File: config.mk
export PLATFORM = sky130hd
export DESIGN_NAME = i2c_register_access_master_unit
export DESIGN_NICKNAME = d
export VERILOG_FILES = /design/src/hw/rtl/i2cram_pkg.sv /design/src/hw/rtl/i2cram_cfg.sv /design/src/hw/rtl/i2cram_engine.sv /design/src/hw/rtl/i2c_register_access_master_unit.sv
export SDC_FILE = /design/constraint.sdc
export NUM_CORES = 1
export LEC_CHECK = 0
export ABC_AREA = 1
export BUFFER_PORTS_ARGS = -buffer_cell sky130_fd_sc_hd__buf_2
export CORE_UTILIZATION = 40
export DETAILED_ROUTE_END_ITERATION = 10
export PLACE_DENSITY_LB_ADDON = 0.15
export SLEW_MARGIN = 40
export SYNTH_ARGS = -nofsm -noshare
export SYNTH_HDL_FRONTEND = slang
export SYNTH_SLANG_ARGS = --single-unit
File: constraint.sdc
create_clock -name i_clk -period 5.52 [get_ports i_clk]
set_input_delay 0.276 -clock i_clk [delete_from_list [all_inputs] [get_ports i_clk]]
set_output_delay 0.276 -clock i_clk [all_outputs]
set_load 0.05 [all_outputs]
File: src/hw/rtl/i2cram_pkg.sv
// shared types and constants for the i2c register access master
// no dependencies
`default_nettype none

package i2cram_pkg;

    localparam int unsigned InDataW  = 32;
    localparam int unsigned OutDataW = 24;
    localparam int unsigned AddrW    = 4;

    localparam logic [7:0]  DevAddrRst  = 8'd82;
    localparam logic [15:0] HalfBitRst  = 16'd100;
    localparam logic [7:0]  AckTmoRst   = 8'd250;
    localparam logic [7:0]  ReadBit     = 8'h01;
    localparam logic [15:0] FailWord    = 16'hFFFF;
    localparam logic [15:0] FailByte    = 16'h00FF;

    typedef enum logic [1:0] {
        REG_DEV_ADDR = 2'd0,
        REG_HALF_BIT = 2'd1,
        REG_ACK_TMO  = 2'd2,
        REG_NONE     = 2'd3
    } t_reg_idx;

    typedef enum logic [1:0] {
        OP_WRITE   = 2'd0,
        OP_READ1   = 2'd1,
        OP_READ2   = 2'd2,
        OP_INVALID = 2'd3
    } t_op;

    typedef enum logic [4:0] {
        PH_IDLE     = 5'd0,
        PH_ST_HI    = 5'd1,
        PH_ST_HOLD  = 5'd2,
        PH_TX_LOW   = 5'd3,
        PH_TX_HIGH  = 5'd4,
        PH_TX_TAIL  = 5'd5,
        PH_ACK_LOW  = 5'd6,
        PH_ACK_HIGH = 5'd7,
        PH_ACK_POLL = 5'd8,
        PH_ACK_END  = 5'd9,
        PH_RX_LOW   = 5'd10,
        PH_RX_HIGH  = 5'd11,
        PH_MA_LOW   = 5'd12,
        PH_MA_HIGH  = 5'd13,
        PH_SP_A     = 5'd14,
        PH_SP_B     = 5'd15,
        PH_SP_C     = 5'd16
    } t_phase;

    typedef struct packed {
        logic [7:0]  device_address;
        logic [15:0] half_bit_ticks;
        logic [7:0]  ack_timeout;
    } t_cfg;

    typedef struct packed {
        logic [15:0] read_value;
        logic        failed;
        logic        done_res;
        logic        busy_res;
        logic        sda_level;
        logic        scl_level;
    } t_res;

endpackage

`default_nettype wire

File: src/hw/rtl/i2cram_cfg.sv
// apb register file: device address, half bit interval, ack timeout
// uses i2cram_pkg
`default_nettype none

module i2cram_cfg
    import i2cram_pkg::*;
(
    input  wire logic             i_clk,
    input  wire logic             i_rst_n,
    input  wire logic             psel,
    input  wire logic             penable,
    input  wire logic             pwrite,
    input  wire logic [AddrW-1:0] paddr,
    input  wire logic [31:0]      pwdata,
    output logic      [31:0]      prdata,
    output logic                  pready,
    output t_cfg                  o_cfg
);

    t_cfg     r_cfg;
    t_reg_idx w_idx;
    logic     w_wr;

    assign pready = 1'b1;
    assign w_idx  = t_reg_idx'(paddr[3:2]);
    assign w_wr   = psel & penable & pwrite & pready;
    assign o_cfg  = r_cfg;

    always_ff @(posedge i_clk) begin
        if (!i_rst_n) begin
            r_cfg.device_address <= DevAddrRst;
            r_cfg.half_bit_ticks <= HalfBitRst;
            r_cfg.ack_timeout    <= AckTmoRst;
        end else if (w_wr) begin
            unique case (w_idx)
                REG_DEV_ADDR: r_cfg.device_address <= pwdata[7:0];
                REG_HALF_BIT: r_cfg.half_bit_ticks <= pwdata[15:0];
                REG_ACK_TMO:  r_cfg.ack_timeout    <= pwdata[7:0];
                default: ;
            endcase
        end
    end

    always_comb begin
        unique case (w_idx)
            REG_DEV_ADDR: prdata = {24'd0, r_cfg.device_address};
            REG_HALF_BIT: prdata = {16'd0, r_cfg.half_bit_ticks};
            REG_ACK_TMO:  prdata = {24'd0, r_cfg.ack_timeout};
            default:      prdata = 32'd0;
        endcase
    end

endmodule

`default_nettype wire

File: src/hw/rtl/i2cram_engine.sv
// bus engine: phase sequencer, interval divider, shift and ack logic
// advances one tick per step; uses i2cram_pkg
`default_nettype none

module i2cram_engine
    import i2cram_pkg::*;
(
    input  wire logic        i_clk,
    input  wire logic        i_rst_n,
    input  wire logic        i_step,
    input  wire logic        i_kind,
    input  wire logic [1:0]  i_operation,
    input  wire logic [15:0] i_register_address,
    input  wire logic [7:0]  i_write_data,
    input  wire logic        i_sda_in,
    input  wire t_cfg        i_cfg,
    output t_res             o_res
);

    t_phase      r_phase, c_phase, n_phase;
    logic [15:0] r_td, c_td, n_td;
    logic [3:0]  r_bc, c_bc, n_bc;
    logic [2:0]  r_bidx, c_bidx, n_bidx;
    logic [7:0]  r_shift, c_shift, n_shift;
    logic [7:0]  r_awc, c_awc, n_awc;
    logic [15:0] r_acc, c_acc, n_acc;
    t_op         r_lop, c_lop, n_lop;
    logic [15:0] r_lreg, c_lreg, n_lreg;
    logic [7:0]  r_ldata, c_ldata, n_ldata;
    logic        r_fail, c_fail, n_fail;

    logic        w_start;
    logic [15:0] w_td_inc, w_td_cnt;
    logic        w_over;
    logic [3:0]  w_bc_inc;
    logic        w_ack_bit;
    logic [7:0]  w_rx_shift;
    logic [2:0]  w_bidx_inc;
    logic        w_scl, w_sda, w_done;

    function automatic logic [7:0] load_byte(
        input logic [2:0]  bidx,
        input t_op         lop,
        input logic [15:0] lreg,
        input logic [7:0]  ldata,
        input logic [7:0]  dev
    );
        logic [7:0] b;
        priority if (bidx == 3'd0) b = dev;
        else if (bidx == 3'd1) b = lreg[15:8];
        else if (bidx == 3'd2) b = lreg[7:0];
        else if (lop == OP_WRITE) b = ldata;
        else b = dev | ReadBit;
        return b;
    endfunction

    assign w_start = (r_phase == PH_IDLE) && i_kind && (t_op'(i_operation) != OP_INVALID);

    // state as seen after a possible transaction start
    always_comb begin
        c_phase = r_phase;
        c_td    = r_td;
        c_bc    = r_bc;
        c_bidx  = r_bidx;
        c_shift = r_shift;
        c_awc   = r_awc;
        c_acc   = r_acc;
        c_lop   = r_lop;
        c_lreg  = r_lreg;
        c_ldata = r_ldata;
        c_fail  = r_fail;
        if (w_start) begin
            c_phase = PH_ST_HI;
            c_td    = '0;
            c_bc    = '0;
            c_bidx  = '0;
            c_shift = '0;
            c_awc   = '0;
            c_acc   = '0;
            c_lop   = t_op'(i_operation);
            c_lreg  = i_register_address;
            c_ldata = i_write_data;
            c_fail  = 1'b0;
        end
    end

    assign w_td_inc   = c_td + 16'd1;
    assign w_over     = w_td_inc >= i_cfg.half_bit_ticks;
    assign w_td_cnt   = w_over ? 16'd0 : w_td_inc;
    assign w_bc_inc   = c_bc + 4'd1;
    assign w_bidx_inc = c_bidx + 3'd1;
    assign w_ack_bit  = !((c_lop == OP_READ2) && (c_bidx == 3'd4));
    assign w_rx_shift = (c_td == 16'd0) ? {c_shift[6:0], i_sda_in} : c_shift;

    always_comb begin
        n_phase = c_phase;
        n_td    = c_td;
        n_bc    = c_bc;
        n_bidx  = c_bidx;
        n_shift = c_shift;
        n_awc   = c_awc;
        n_acc   = c_acc;
        n_lop   = c_lop;
        n_lreg  = c_lreg;
        n_ldata = c_ldata;
        n_fail  = c_fail;
        w_scl   = 1'b1;
        w_sda   = 1'b1;
        w_done  = 1'b0;
        unique case (c_phase)
            PH_ST_HI: begin
                n_td = w_td_cnt;
                if (w_over) n_phase = PH_ST_HOLD;
            end
            PH_ST_HOLD: begin
                w_sda = 1'b0;
                n_td  = w_td_cnt;
                if (w_over) begin
                    n_shift = load_byte(c_bidx, c_lop, c_lreg, c_ldata, i_cfg.device_address);
                    n_bc    = '0;
                    n_phase = PH_TX_LOW;
                end
            end
            PH_TX_LOW, PH_TX_HIGH, PH_TX_TAIL: begin
                w_scl = (c_phase == PH_TX_HIGH);
                w_sda = c_shift[7];
                n_td  = w_td_cnt;
                if (w_over) begin
                    if (c_phase == PH_TX_LOW) begin
                        n_phase = PH_TX_HIGH;
                    end else if (c_phase == PH_TX_HIGH) begin
                        n_phase = PH_TX_TAIL;
                    end else begin
                        n_shift = {c_shift[6:0], 1'b0};
                        n_bc    = w_bc_inc;
                        if (w_bc_inc >= 4'd8) begin
                            n_awc   = '0;
                            n_phase = PH_ACK_LOW;
                        end else begin
                            n_phase = PH_TX_LOW;
                        end
                    end
                end
            end
            PH_ACK_LOW: begin
                w_scl = 1'b0;
                n_td  = w_td_cnt;
                if (w_over) n_phase = PH_ACK_HIGH;
            end
            PH_ACK_HIGH: begin
                n_td = w_td_cnt;
                if (w_over) n_phase = PH_ACK_POLL;
            end
            PH_ACK_POLL: begin
                if (!i_sda_in) begin
                    n_td    = '0;
                    n_phase = PH_ACK_END;
                end else if (c_awc >= i_cfg.ack_timeout) begin
                    n_fail  = 1'b1;
                    n_td    = '0;
                    n_phase = PH_SP_A;
                end else begin
                    n_awc = c_awc + 8'd1;
                end
            end
            PH_ACK_END: begin
                w_scl = 1'b0;
                n_td  = w_td_cnt;
                if (w_over) begin
                    if (c_bidx == 3'd2 && c_lop != OP_WRITE) begin
                        n_bidx  = 3'd3;
                        n_phase = PH_ST_HI;
                    end else if (c_bidx >= 3'd3) begin
                        if (c_lop == OP_WRITE) begin
                            n_phase = PH_SP_A;
                        end else begin
                            n_bidx  = 3'd4;
                            n_shift = '0;
                            n_bc    = '0;
                            n_phase = PH_RX_LOW;
                        end
                    end else begin
                        n_bidx  = w_bidx_inc;
                        n_shift = load_byte(w_bidx_inc, c_lop, c_lreg, c_ldata,
                                            i_cfg.device_address);
                        n_bc    = '0;
                        n_phase = PH_TX_LOW;
                    end
                end
            end
            PH_RX_LOW: begin
                w_scl = 1'b0;
                n_td  = w_td_cnt;
                if (w_over) n_phase = PH_RX_HIGH;
            end
            PH_RX_HIGH: begin
                n_shift = w_rx_shift;
                n_td    = w_td_cnt;
                if (w_over) begin
                    n_bc = w_bc_inc;
                    if (w_bc_inc >= 4'd8) begin
                        n_acc   = {c_acc[7:0], w_rx_shift};
                        n_phase = PH_MA_LOW;
                    end else begin
                        n_phase = PH_RX_LOW;
                    end
                end
            end
            PH_MA_LOW: begin
                w_scl = 1'b0;
                w_sda = w_ack_bit;
                n_td  = w_td_cnt;
                if (w_over) n_phase = PH_MA_HIGH;
            end
            PH_MA_HIGH: begin
                w_sda = w_ack_bit;
                n_td  = w_td_cnt;
                if (w_over) begin
                    if (!w_ack_bit) begin
                        n_bidx  = 3'd5;
                        n_shift = '0;
                        n_bc    = '0;
                        n_phase = PH_RX_LOW;
                    end else begin
                        n_phase = PH_SP_A;
                    end
                end
            end
            PH_SP_A: begin
                w_scl = 1'b0;
                w_sda = 1'b0;
                n_td  = w_td_cnt;
                if (w_over) n_phase = PH_SP_B;
            end
            PH_SP_B: begin
                w_sda = 1'b0;
                n_td  = w_td_cnt;
                if (w_over) n_phase = PH_SP_C;
            end
            PH_SP_C: begin
                n_td = w_td_cnt;
                if (w_over) begin
                    n_phase = PH_IDLE;
                    w_done  = 1'b1;
                end
            end
            default: n_phase = PH_IDLE;
        endcase
    end

    always_comb begin
        o_res.scl_level  = w_scl;
        o_res.sda_level  = w_sda;
        o_res.busy_res   = (n_phase != PH_IDLE);
        o_res.done_res   = w_done;
        o_res.failed     = w_done & n_fail;
        o_res.read_value = '0;
        if (w_done) begin
            unique case (n_lop)
                OP_READ1: o_res.read_value = n_fail ? FailByte : {8'd0, n_acc[7:0]};
                OP_READ2: o_res.read_value = n_fail ? FailWord : n_acc;
                default:  o_res.read_value = '0;
            endcase
        end
    end

    always_ff @(posedge i_clk) begin
        if (!i_rst_n) begin
            r_phase <= PH_IDLE;
            r_td    <= '0;
            r_bc    <= '0;
            r_bidx  <= '0;
            r_shift <= '0;
            r_awc   <= '0;
            r_acc   <= '0;
            r_lop   <= OP_WRITE;
            r_lreg  <= '0;
            r_ldata <= '0;
            r_fail  <= 1'b0;
        end else if (i_step) begin
            r_phase <= n_phase;
            r_td    <= n_td;
            r_bc    <= n_bc;
            r_bidx  <= n_bidx;
            r_shift <= n_shift;
            r_awc   <= n_awc;
            r_acc   <= n_acc;
            r_lop   <= n_lop;
            r_lreg  <= n_lreg;
            r_ldata <= n_ldata;
            r_fail  <= n_fail;
        end
    end

endmodule

`default_nettype wire

File: src/hw/rtl/i2c_register_access_master_unit.sv
// top level of the i2c register access master: apb registers, bus engine, result register
// uses i2cram_pkg, i2cram_cfg, i2cram_engine
//
// each input word is one tick of the bus engine. tuser = 1 with the engine idle and a valid
// operation starts a transaction (write one byte, read one byte, read two bytes big-endian
// at a 16-bit register); tuser = 0 only advances time and samples sda_in. every accepted word
// yields exactly one result word carrying the scl and sda drive levels for that tick, busy,
// done, failed and read_value (valid with done). the tick is computed in one pass and the
// result is held in an output register, so the result appears in the cycle after acceptance
// and one word is taken every cycle while the receiver keeps up. a new word is taken whenever
// the output register is empty or is being read in the same cycle; while the receiver stalls
// with a result pending, o_s_tready is low and the engine does not advance. reset returns the
// engine to idle with the bus released, empties the output register and loads device_address
// 82, half_bit_ticks 100 and ack_timeout 250. registers are written through the apb port at
// byte offsets 0, 4 and 8 and take effect on the next tick.
`default_nettype none

module i2c_register_access_master_unit
    import i2cram_pkg::*;
(
    input  wire logic                i_clk,
    input  wire logic                i_rst_n,
    input  wire logic                i_s_tvalid,
    output logic                     o_s_tready,
    // operation[1:0], register_address[17:2], write_data[25:18], sda_in[26], zero fill
    input  wire logic [InDataW-1:0]  i_s_tdata,
    // kind
    input  wire logic                i_s_tuser,
    output logic                     o_m_tvalid,
    input  wire logic                i_m_tready,
    // scl_level[0], sda_level[1], busy_res[2], done_res[3], failed[4],
    // read_value[20:5], zero fill
    output logic      [OutDataW-1:0] o_m_tdata,
    input  wire logic                psel,
    input  wire logic                penable,
    input  wire logic                pwrite,
    input  wire logic [AddrW-1:0]    paddr,
    input  wire logic [31:0]         pwdata,
    output logic      [31:0]         prdata,
    output logic                     pready
);

    t_cfg w_cfg;
    t_res w_res;
    logic w_accept;
    logic r_out_valid;
    t_res r_out;

    assign o_s_tready = !r_out_valid || i_m_tready;
    assign w_accept   = i_s_tvalid && o_s_tready;

    i2cram_cfg u_cfg (
        .i_clk   (i_clk),
        .i_rst_n (i_rst_n),
        .psel    (psel),
        .penable (penable),
        .pwrite  (pwrite),
        .paddr   (paddr),
        .pwdata  (pwdata),
        .prdata  (prdata),
        .pready  (pready),
        .o_cfg   (w_cfg)
    );

    i2cram_engine u_engine (
        .i_clk              (i_clk),
        .i_rst_n            (i_rst_n),
        .i_step             (w_accept),
        .i_kind             (i_s_tuser),
        .i_operation        (i_s_tdata[1:0]),
        .i_register_address (i_s_tdata[17:2]),
        .i_write_data       (i_s_tdata[25:18]),
        .i_sda_in           (i_s_tdata[26]),
        .i_cfg              (w_cfg),
        .o_res              (w_res)
    );

    always_ff @(posedge i_clk) begin
        if (!i_rst_n) begin
            r_out_valid <= 1'b0;
        end else if (o_s_tready) begin
            r_out_valid <= i_s_tvalid;
        end
    end

    always_ff @(posedge i_clk) begin
        if (w_accept) begin
            r_out <= w_res;
        end
    end

    assign o_m_tvalid = r_out_valid;
    assign o_m_tdata  = {3'd0, r_out.read_value, r_out.failed, r_out.done_res,
                         r_out.busy_res, r_out.sda_level, r_out.scl_level};

    a_accept_gives_result: assert property (@(posedge i_clk) disable iff (!i_rst_n)
        w_accept |=> o_m_tvalid)
        else $error("accepted word produced no result");

    a_stall_blocks_input: assert property (@(posedge i_clk) disable iff (!i_rst_n)
        (o_m_tvalid && !i_m_tready) |-> !o_s_tready)
        else $error("input taken while result pending");

    a_done_not_busy: assert property (@(posedge i_clk) disable iff (!i_rst_n)
        (o_m_tvalid && o_m_tdata[3]) |-> !o_m_tdata[2])
        else $error("done reported while still busy");

    a_failed_with_done: assert property (@(posedge i_clk) disable iff (!i_rst_n)
        (o_m_tvalid && o_m_tdata[4]) |-> o_m_tdata[3])
        else $error("failed reported without done");

endmodule

`default_nettype wire

==> metrics.txt <==
Worst setup EP type flip-flop; Max Fclk 202 MHz; htree depth 4; antenna violations before repair 0; Wirelength per Cell 15.2 um; final WL 30200 um; Final HPWL DP 21600 um; DIE WIDTH 160 um; cts repair resizes 0; Min Hold Slack 0.111 ns; PortBufs 91; GPL Wtd Cong 0.884; worst rel slew slack 0.443; Initial Util 0.410; Syn. warnings 0; number of global-route vias before repair 9264; DR vias/cell 5.11; worst-margin pin slew 0.836 ns; Req. time, crit path 5.90 ns; asr flop ratio synth 0; cts bufs inserted 17; final hold violation count 0; CTS sink cnt 141; most common cell after layout, fill and taps aside nand2_1; Fin Clk Skew 0.0114 ns; Hold/Removal Path Class in -> reg; WP depth 25; post-layout util 0.457; Leakage 0.00595 uW; synth-to-layout area growth 11.6%; most used cell, CP nand2_1; # diodes 0; layout cells sized above 1 0.112; reg2reg setup slack 0.56 ns; Die ar. 0.0257 mm2; total power draw 3350 uW; PwrDens 299 mW/mm2; CTS tree done; via total after detailed routing 10173; Syn Inst Count 1596; crit path kind reg -> reg; Max FO, Critical Path 38; syn avg cell area 6.28 um2; fin crit period 4.96 ns; RSZ-0062 raised after global routing false; CTS Buffer Depth 2; I/O pins 135; Final Cell Area 0.0112 mm2; CTS Root Buffer Type clkbuf_16; WP buf/inv 6; # nets final 1768; CP max stage delay 0.45 ns; DR iter-0 viols 681; most frequent cells in the layout 370 x nand2_1, 245 x inv_1, 158 x nand3_1, 147 x nor2_1, 120 x dfxtp_1; EDFF count, synth 21; final slew viol count 0; Peak VDD IR 160 uV; synthesized area 0.0100 mm2; Hold Path Cell Cnt 3; Seq/Total Area, Yosys 0.303; Final TNS setup 0 ns; outcome finished, final reports clean; first-pass detailed-route iteration total 5; later-pin clock latency in the skew report 0.44 ns; gr ovfl total 0; largest net degree at the start of global routing 76; GRT Util Overall 0.238; Worst-path clk slew 0.07 ns; Synth Flop Type dfxtp_1; Hold-fix buffers, CTS 0; DRC viols 0; die height 160 um; R2R cell count 25; Worst Setup Start Kind flip-flop; Core ar. 0.0245 mm2; worst hold start pwdata[13]; Row Count 57; first-pass GRT wire length 48800 um; Final Cycle Share 0.899; #FFs+latches synth 141; Post-DP Area 0.0106 mm2; fillers 2643; Worst Hold End u_cfg.o_cfg[21]; max cap viols 0; final setup vio count 0; Max stage delay cell, worst path dfxtp_1; r2r startpoint u_engine.r_phase[2]; FF-to-FF End u_engine.r_td[8]; delay-heaviest family, CP simple AND/OR/NAND/NOR gates; DRT antenna net count 0; setup bufs post-CTS 0; crit path DAT 5.34 ns; post-synth cell types 45
## registers in the layout, indices dropped and copies added (netlist names), 8 cells and up
signal and count:
u_engine.r_ldata 8, u_cfg.o_cfg 32, u_engine.r_td 16, u_engine.r_lreg 16, u_engine.r_awc 8, u_engine.r_acc 16
o_m_tdata 21, u_engine.r_shift 8
## cell usage after synthesis (all sizes together), types with 4 or more instances
| cell | number | area (um2) |
|---|---|---|
| a31oi | 4 | 25.0 |
| or2 | 7 | 43.8 |
| o21bai | 4 | 30.0 |
| nand4 | 15 | 93.8 |
| a21oi | 101 | 505 |
| nand2 | 386 | 1500 |
| ha | 39 | 488 |
| inv | 257 | 967 |
| edfxtp | 21 | 631 |
| o221ai | 8 | 70.1 |
| buf | 50 | 325 |
| nor3 | 10 | 61.3 |
| o21ai | 152 | 776 |
| xor2 | 12 | 105 |
| nand3 | 163 | 841 |
| dfxtp | 120 | 2400 |
| o211ai | 35 | 263 |
| nor2 | 157 | 626 |
| clkbuf | 36 | 135 |
## routing by layer
metal | vias up | wire [um] | part of all wire | track usage
li1 | 5220 | - | - | -
met5 | - | 0 | 0 | 0
met3 | 45 | 1280 | 0.043 | 0.0291
met4 | 0 | 646 | 0.021 | 0.0797
met2 | 251 | 13400 | 0.44 | 0.380
met1 | 4657 | 14800 | 0.49 | 0.332
## power breakdown
part	internal [uW]	leakage, uW	switching [uW]	total, uW
clock	624	0.000277	512	1140
sequential	1120	0.00119	37.0	1150
combinational	293	0.00448	763	1060
## stage by stage
stage	cells	setup slack, ns
4_1_cts	1990	0.529
6_report	1990	0.559
2_1_floorplan	1614	1.18
5_1_grt	1990	0.0690
3_5_place_dp	1958	0.578
3_3_place_gp	1958	0.606
## final cells by class
| cell class | count | area (um2) | area share |
|---|---|---|---|
| Timing Repair Buffer | 106 | 568 | 0.0508 |
| Multi-Input combinational cell | 1127 | 5630 | 0.503 |
| Tap cell | 324 | 405 | 0.0363 |
| Clock buffer | 20 | 468 | 0.0419 |
| Inverter | 260 | 983 | 0.0880 |
| Clock inverter | 12 | 95.1 | 0.00851 |
| Sequential cell | 141 | 3030 | 0.271 |
## logic make-up (layout without fill, tap and decap cells)
logic type	after synthesis	count (layout)	synth area share
and+or+nand+nor	743	743	0.320
buffers and inverters	346	398	0.144
AOI/OAI and AO/OA	309	309	0.171
DFF	141	141	0.303
adders and majority gates	39	39	0.0487
xor gates and xnor gates	15	15	0.0131
other	2	20	0.000749
muxes	1	1	0.000999
## worst max path at each step
stage	slack (ns)	to	start
2_1_floorplan	1.18	o_m_tdata[2]	u_engine.r_phase[2]
5_1_grt	0.07	u_engine.r_td[6]	u_engine.r_phase[2]
6_report	0.56	u_engine.r_td[8]	u_engine.r_phase[2]
3_3_place_gp	0.61	u_engine.r_td[6]	u_engine.r_phase[2]
3_5_place_dp	0.58	u_engine.r_shift[1]	u_engine.r_phase[2]
4_1_cts	0.53	u_engine.r_shift[1]	u_engine.r_phase[2]
## worst register-to-register path: cells and delay by family (launching register included)
kind / cells / cell delay (ns)
fa+ha+maj: 1 / 0.30
simple gates: 14 / 1.92
flops: 1 / 0.45
compound gates: 3 / 0.56
xor+xnor: 1 / 0.28
buf+inv: 6 / 1.40
No activity file was read; power rests on OpenSTA's default activity.
